## config.mk

```make
export PLATFORM = sky130hd
export DESIGN_NAME = tcca_ctrl
export DESIGN_NICKNAME = d
export VERILOG_FILES = /design/src/rtl/core/tcca_pkg.sv /design/src/rtl/core/tcca_ctrl.sv
export SDC_FILE = /design/constraint.sdc
export NUM_CORES = 1
export LEC_CHECK = 0
export BUFFER_PORTS_ARGS = -buffer_cell sky130_fd_sc_hd__buf_2
export CAP_MARGIN = 40
export CELL_PAD_IN_SITES_DETAIL_PLACEMENT = 2
export CELL_PAD_IN_SITES_GLOBAL_PLACEMENT = 2
export CORE_MARGIN = 4
export CORE_UTILIZATION = 23
export CTS_CLUSTER_SIZE = 28
export DETAILED_ROUTE_END_ITERATION = 10
export HOLD_SLACK_MARGIN = 0.1
export PLACE_DENSITY_LB_ADDON = 0.05
export SYNTH_ARGS = -nofsm -noshare
export SYNTH_HDL_FRONTEND = slang
export SYNTH_SLANG_ARGS = --single-unit
```

## constraint.sdc

```tcl
create_clock -name clk_i -period 3.1 [get_ports clk_i]
set_input_delay 0.62 -clock clk_i [delete_from_list [all_inputs] [get_ports clk_i]]
set_output_delay 0.62 -clock clk_i [all_outputs]
set_load 0.02 [all_outputs]
```

## src/rtl/core/tcca_pkg.sv

```systemverilog
// Package for the tile completion claim aggregator core.
// Holds the op codes, controller states and controller/datapath interface structs.
package tcca_pkg;

  typedef enum logic [2:0] {
    OP_WRITE  = 3'd0,
    OP_START  = 3'd1,
    OP_CLAIM  = 3'd2,
    OP_END    = 3'd3,
    OP_COMMIT = 3'd4
  } op_e;

  typedef enum logic [3:0] {
    ST_IDLE,
    ST_WR_LOOK,
    ST_RD,
    ST_CHECK,
    ST_ID_SCAN,
    ST_ACCUM,
    ST_SEQ_SCAN,
    ST_CLEAR,
    ST_EMIT,
    ST_EMIT_WAIT,
    ST_WR_COMMIT
  } state_e;

  localparam logic [6:0] CountMax = 7'd127;

  typedef struct packed {
    logic load_in;      // capture the accepted item
    logic tbl_rd;       // read the pending table at the captured index
    logic tbl_wr;       // write the captured item into the table
    logic tbl_clr;      // empty the entry at the captured index
    logic start_batch;  // latch epoch and claim time, clear aggregates
    logic clear_valid;  // clear step: sets clear_done through a register
    logic id_step;      // compare one dedupe entry, advance pointer
    logic id_record;    // record id or flag overflow
    logic accum;        // update aggregates
    logic seq_step;     // compare one sequence entry, advance pointer
    logic seq_record;   // append the sequence
    logic emit_load;    // load the output register with result k
    logic emit_next;    // advance the result index
  } cmd_t;

  typedef struct packed {
    logic in_range;
    logic claim_ok;     // live entry with matching generation and epoch
    logic commit_ok;
    logic id_done;      // id scan finished
    logic id_hit;
    logic seq_done;
    logic seq_hit;
    logic emit_last;
    logic clear_done;
    op_e  op;
  } sts_t;

endpackage

```

## src/rtl/core/tcca_ctrl.sv

```systemverilog
// Controller state machine of the claim aggregator.
// Depends on tcca_pkg for states, op codes and command/status structs.
module tcca_ctrl (
  input  logic             clk_i,
  input  logic             rst_ni,
  input  logic             in_valid_i,
  output logic             in_ready_o,
  input  logic             out_busy_i,
  input  tcca_pkg::sts_t   sts_i,
  output tcca_pkg::cmd_t   cmd_o
);

  tcca_pkg::state_e state_q, state_d;

  always_ff @(posedge clk_i or negedge rst_ni) begin
    if (!rst_ni) begin
      state_q <= tcca_pkg::ST_CLEAR;
    end else begin
      state_q <= state_d;
    end
  end

  always_comb begin
    state_d = state_q;
    case (state_q)
      tcca_pkg::ST_IDLE: if (in_valid_i) state_d = tcca_pkg::ST_WR_LOOK;
      tcca_pkg::ST_WR_LOOK: begin
        case (sts_i.op)
          tcca_pkg::OP_WRITE:  state_d = tcca_pkg::ST_IDLE;
          tcca_pkg::OP_START:  state_d = tcca_pkg::ST_CLEAR;
          tcca_pkg::OP_CLAIM,
          tcca_pkg::OP_COMMIT: state_d = sts_i.in_range ? tcca_pkg::ST_RD : tcca_pkg::ST_IDLE;
          tcca_pkg::OP_END:    state_d = tcca_pkg::ST_EMIT;
          default:             state_d = tcca_pkg::ST_IDLE;
        endcase
      end
      tcca_pkg::ST_RD: state_d = tcca_pkg::ST_CHECK;
      tcca_pkg::ST_CHECK: begin
        if (sts_i.op == tcca_pkg::OP_COMMIT) begin
          state_d = sts_i.commit_ok ? tcca_pkg::ST_WR_COMMIT : tcca_pkg::ST_IDLE;
        end else begin
          state_d = sts_i.claim_ok ? tcca_pkg::ST_ID_SCAN : tcca_pkg::ST_IDLE;
        end
      end
      tcca_pkg::ST_WR_COMMIT: state_d = tcca_pkg::ST_IDLE;
      tcca_pkg::ST_ID_SCAN: begin
        if (sts_i.id_hit) state_d = tcca_pkg::ST_IDLE;
        else if (sts_i.id_done) state_d = tcca_pkg::ST_ACCUM;
      end
      tcca_pkg::ST_ACCUM: state_d = tcca_pkg::ST_SEQ_SCAN;
      tcca_pkg::ST_SEQ_SCAN: if (sts_i.seq_hit || sts_i.seq_done) state_d = tcca_pkg::ST_IDLE;
      tcca_pkg::ST_CLEAR: if (sts_i.clear_done) state_d = tcca_pkg::ST_IDLE;
      tcca_pkg::ST_EMIT: if (!out_busy_i) state_d = tcca_pkg::ST_EMIT_WAIT;
      tcca_pkg::ST_EMIT_WAIT: state_d = sts_i.emit_last ? tcca_pkg::ST_IDLE : tcca_pkg::ST_EMIT;
      default: state_d = tcca_pkg::ST_IDLE;
    endcase
  end

  always_comb begin
    cmd_o = '0;
    in_ready_o = 1'b0;
    case (state_q)
      tcca_pkg::ST_IDLE: begin
        in_ready_o = 1'b1;
        cmd_o.load_in = in_valid_i;
      end
      tcca_pkg::ST_WR_LOOK: begin
        cmd_o.tbl_wr = (sts_i.op == tcca_pkg::OP_WRITE) && sts_i.in_range;
        cmd_o.start_batch = (sts_i.op == tcca_pkg::OP_START);
        cmd_o.tbl_rd = 1'b1;
      end
      tcca_pkg::ST_WR_COMMIT: cmd_o.tbl_clr = 1'b1;
      tcca_pkg::ST_ID_SCAN: begin
        cmd_o.id_step = !sts_i.id_done && !sts_i.id_hit;
        cmd_o.id_record = sts_i.id_done && !sts_i.id_hit;
      end
      tcca_pkg::ST_ACCUM: cmd_o.accum = 1'b1;
      tcca_pkg::ST_SEQ_SCAN: begin
        cmd_o.seq_step = !sts_i.seq_done && !sts_i.seq_hit;
        cmd_o.seq_record = sts_i.seq_done && !sts_i.seq_hit;
      end
      tcca_pkg::ST_CLEAR: cmd_o.clear_valid = 1'b1;
      tcca_pkg::ST_EMIT: cmd_o.emit_load = !out_busy_i;
      tcca_pkg::ST_EMIT_WAIT: cmd_o.emit_next = 1'b1;
      default: ;
    endcase
  end

endmodule

```

# Word-level counts from Yosys, hierarchy flattened

Cells that the tools add are included.

Flip-flop bits (word level): 4
Output and inout bits: 14

Equality and inequality tests: 19
Mux-type cells: 24
Reductions and logical operators: 15

Operators with widths:

| kind                                                            | count |
|---|---|
| 4-bit one-hot mux with 10 select lines                          | 1 |
| 4-bit 2-to-1 mux                                                | 9 |
| 4-bit by 3-bit == test with 1-bit output, second input constant | 4 |
| 4-bit == test, second input constant                            | 3 |
| 4-bit one-hot mux with 3 select lines                           | 1 |
| 4-bit by 2-bit == test with 1-bit output, second input constant | 2 |
| 1-bit 2-to-1 mux                                                | 8 |
| 2-bit 2-to-1 mux                                                | 4 |
| 2-bit != test, second input constant                            | 4 |
| 3-bit by 2-bit == test with 1-bit output, second input constant | 2 |
| 1-bit logical AND                                               | 5 |
| 1-bit zero test                                                 | 5 |
| 5-bit AND reduction                                             | 1 |
| 4-bit by 1-bit == test with 1-bit output, second input constant | 1 |
| 4-bit zero test                                                 | 1 |
| 3-bit by 1-bit == test with 1-bit output, second input constant | 1 |
| 3-bit == test, second input constant                            | 1 |
| 3-bit zero test                                                 | 1 |
| 3-bit 2-to-1 mux                                                | 1 |
| 3-bit != test, second input constant                            | 1 |
| 2-bit OR reduction                                              | 1 |
| 1-bit logical OR                                                | 1 |

# Depth between registers and ports, before layout

Depth in word-level cells: 4
Gate-level depth with buffers: 5
Mapped depth without buffers: 4

# Least setup slack after synthesis

OpenSTA, ideal clock, no wires.

Kind: flip-flop to output port
Start: register state_q[0]
End: output port cmd_o[8] in the netlist's numbering
Arrival time: 1.473 ns
Data required time: 2.480 ns
Path slack: 1.007 ns
Stages on the path, launching flop included: 4
Cell sequence: dfstp_2 > buf_2 > nor4b_4 > and3_1

RTL lines:

| element                | line            | RTL |
|---|---|---|
| from (decl)            | tcca_ctrl.sv:13 | `tcca_pkg::state_e state_q, state_d;` |
| from (signal assigned) | tcca_ctrl.sv:17 | `state_q <= tcca_pkg::ST_CLEAR;` |
| from (signal assigned) | tcca_ctrl.sv:19 | `state_q <= state_d;` |
| to (decl)              | tcca_ctrl.sv:10 | `output tcca_pkg::cmd_t cmd_o` |

==> out/metrics.csv <==
stage,metric,value,unit
final_layout,area_growth,34.4,%
pwr,p_leak,0.335,nW
final_layout,final_nets,108,
place,dp_hpwl,1430,um
sta,tns,0,ns
sta,hold_viol_final,0,
sta,relSlewSlack,0.696,
critical_path,r2r_end,state_q[2],
logic_synthesis,yosysTopAreaCell,dfstp_2,
sta,finalCritPeriodShare,0.733,
logic_synthesis,yosysTopAreaCellShare,0.157,
logic_synthesis,ys_ff_latch,4,
critical_path,cp-end-kind,primary output,
critical_path,path_cells,nand2b_2 -> nor4_1 -> buf_2,
final_layout,finalNonFillerCells,118,
critical_path,cp_slowest_cell,dfrtp_1,
final_layout,reg_top3,state_q: 4 flops,
critical_path,crit_path_end,cmd_o[3],
global_routing,grt_pass1_wl,2770,um
sta,finalMaxSlewViolations,0,
critical_path,crit_fanout,14,
critical_path,worstPathRequired,2.48,ns
floorplanning,die-height,54.7,um
logic_synthesis,syn_area,502,sq um
logic_synthesis,syn_inst,62,
logic_synthesis,syn_nets,78,
floorplanning,io_pins,30,
cts,cts_sinks,4,
detailed_routing,vias,586,
logic_synthesis,yosysMostFrequentCell,nor2_1,
final_layout,num_antenna_cells,0,
final_layout,top_register,state_q,
pwr,power_density,797,nW/um^2
logic_synthesis,synth.area.top_cells,"dfstp_2, nor2_1, dfrtp_1",
logic_synthesis,synth_top_cells_by_count,"nor2_1, nor3_1, nor2b_1",
detailed_routing,drtAntennaViolNets,0,
critical_path,cp_slowest_stage_delay,0.53,ns
status,outcome,completed,
place,dpl.cell_count,114,
sta,skew,0.00745,ns
place,placed_area,648,sq um
cts,clk_pin_slew,0.04,ns
pwr,vdd_drop_max,337,uV
sta,post-route-min-period,2.27,ns
global_routing,grt.total_usage,0.127,
run,maxCapViolCount,0,
floorplanning,core-area,2020,sq um
global_routing,antenna_found_initial,0,
detailed_routing,wl,1780,um
hold_path,hp-class,in -> async,
global_routing,grt_max_degree,15,
sta,worstMarginPinSlew,0.455,ns
logic_synthesis,avgSynthCellArea,8.09,sq um
cts,hold_buffers,0,
logic_synthesis,synth_edf_count,0,
cts,worstSkewPairLatency,0.23,ns
logic_synthesis,synth_warnings,0,
final_layout,largest_reg_flops,4,
logic_synthesis,async_reset_ff_frac,1.00,
detailed_routing,drc,0,
critical_path,worstRegToRegCells,4,
global_routing,grt_remaining_overflow,0,
critical_path,start_kind,flop,
cts,cts_buffers,3,
sta,rsz0062_at_grt,no,
detailed_routing,first_pass_iters,2,
detailed_routing,wl_per_cell,15.1,um
floorplanning,rows,16,
floorplanning,die-area,2990,sq um
detailed_routing,vias_per_cell,4.97,
floorplanning,start_util,0.248,
critical_path,cp.arrival,1.65,ns
place,globalplace.congestion,0.682,
cts,cts_tree,built,
sta,max_freq,0.440,GHz
sta,finalSetupViolCount,0,
critical_path,rr_startpoint,state_q[3],
final_layout,drive_gt1_frac,0.451,
cts,clk_path_buf_depth,2,
cts,root_buffer,clkbuf_4,
place,port_buffers,29,
critical_path,crit_type,reg -> out,
global_routing,grt_pass1_vias,609,
floorplanning,die_w,54.7,um
logic_synthesis,synth-main-ff-cell,dfstp_2,
critical_path,reg2reg_slack,1.32,ns
cts,cts_setup_buffers,0,
detailed_routing,drt_iter0_markers,9,
logic_synthesis,synth_cell_types,33,
critical_path,startpoint,state_q[3],
logic_synthesis,yosysSeqAreaShare,0.207,
final_layout,final_cell_area,674,sq um
sta,hold_ws,0.176,ns
pwr,finalPower,0.538,mW
cts,htree_levels,1,
cts,cts_resized,0,
==> logic make-up after synthesis <==
family,Yosys count,synth area share
AO/OA/AOI/OAI,13,0.182
XOR/XNOR,1,0.0175
buffers and inverters,7,0.0873
flip-flops,4,0.207
AND/OR/NAND/NOR,37,0.506
==> per-stage QoR <==
step / worst slack [ns] / utilization
3_3_place_gp: 1.12 / 0.321
3_5_place_dp: 1.07 / 0.321
4_1_cts: 0.806 / 0.334
6_report: 0.829 / 0.334
5_1_grt: 0.726 / 0.334
2_1_floorplan: 1.01 / -
==> layout by cell type, fill, tap and decap left out, types with 2 or more instances in the layout <==
cell,n
a21oi_1,3
and3_1,3
nor2b_1,4
buf_2,29
nor3_1,5
a211o_1,2
o21ai_0,2
nand2b_1,2
clkbuf_4,3
inv_1,3
o32ai_1,2
nand2_1,2
nor4_1,2
dfstp_2,3
nor2_1,7
==> power by group <==
group | switching [mW] | leakage (nW) | internal [mW]
clock | 0.0212 | 0.0150 | 0.0483
sequential | 0.0779 | 0.0451 | 0.0887
combinational | 0.170 | 0.275 | 0.131
total | 0.269 | 0.335 | 0.268
==> worst min-delay path by stage <==
stage | startpoint | cells after the start | end
after floorplan | rst_ni | 0 | state_q[3]
after global placement | rst_ni | 1 | state_q[3]
after detailed placement | rst_ni | 1 | state_q[3]
after CTS | rst_ni | 1 | state_q[3]
after global routing | rst_ni | 1 | state_q[3]
final | rst_ni | 1 | state_q[3]
==> layer usage <==
metal	routed length (um)	global-route usage
met1	829	0.168
met3	71	0.0218
met2	883	0.203
met5	0	0
met4	0	0.0498
==> area by class of cell <==
class / instances / area [sq um]
Inverter: 3 / 11.3
Tap cell: 27 / 33.8
Clock buffer: 4 / 26.3
Multi-Input combinational cell: 51 / 354
Sequential cell: 4 / 104
Fill cell: 245 / 1350
Timing Repair Buffer: 29 / 145
==> worst max-delay path, delay by kind of cell (launching register included) <==
kind | cells | cell delay [ns]
buffers and inverters | 1 | 0.24
flip-flops | 1 | 0.53
AND/OR/NAND/NOR | 2 | 0.65
No activity file was read; power rests on OpenSTA's default activity.
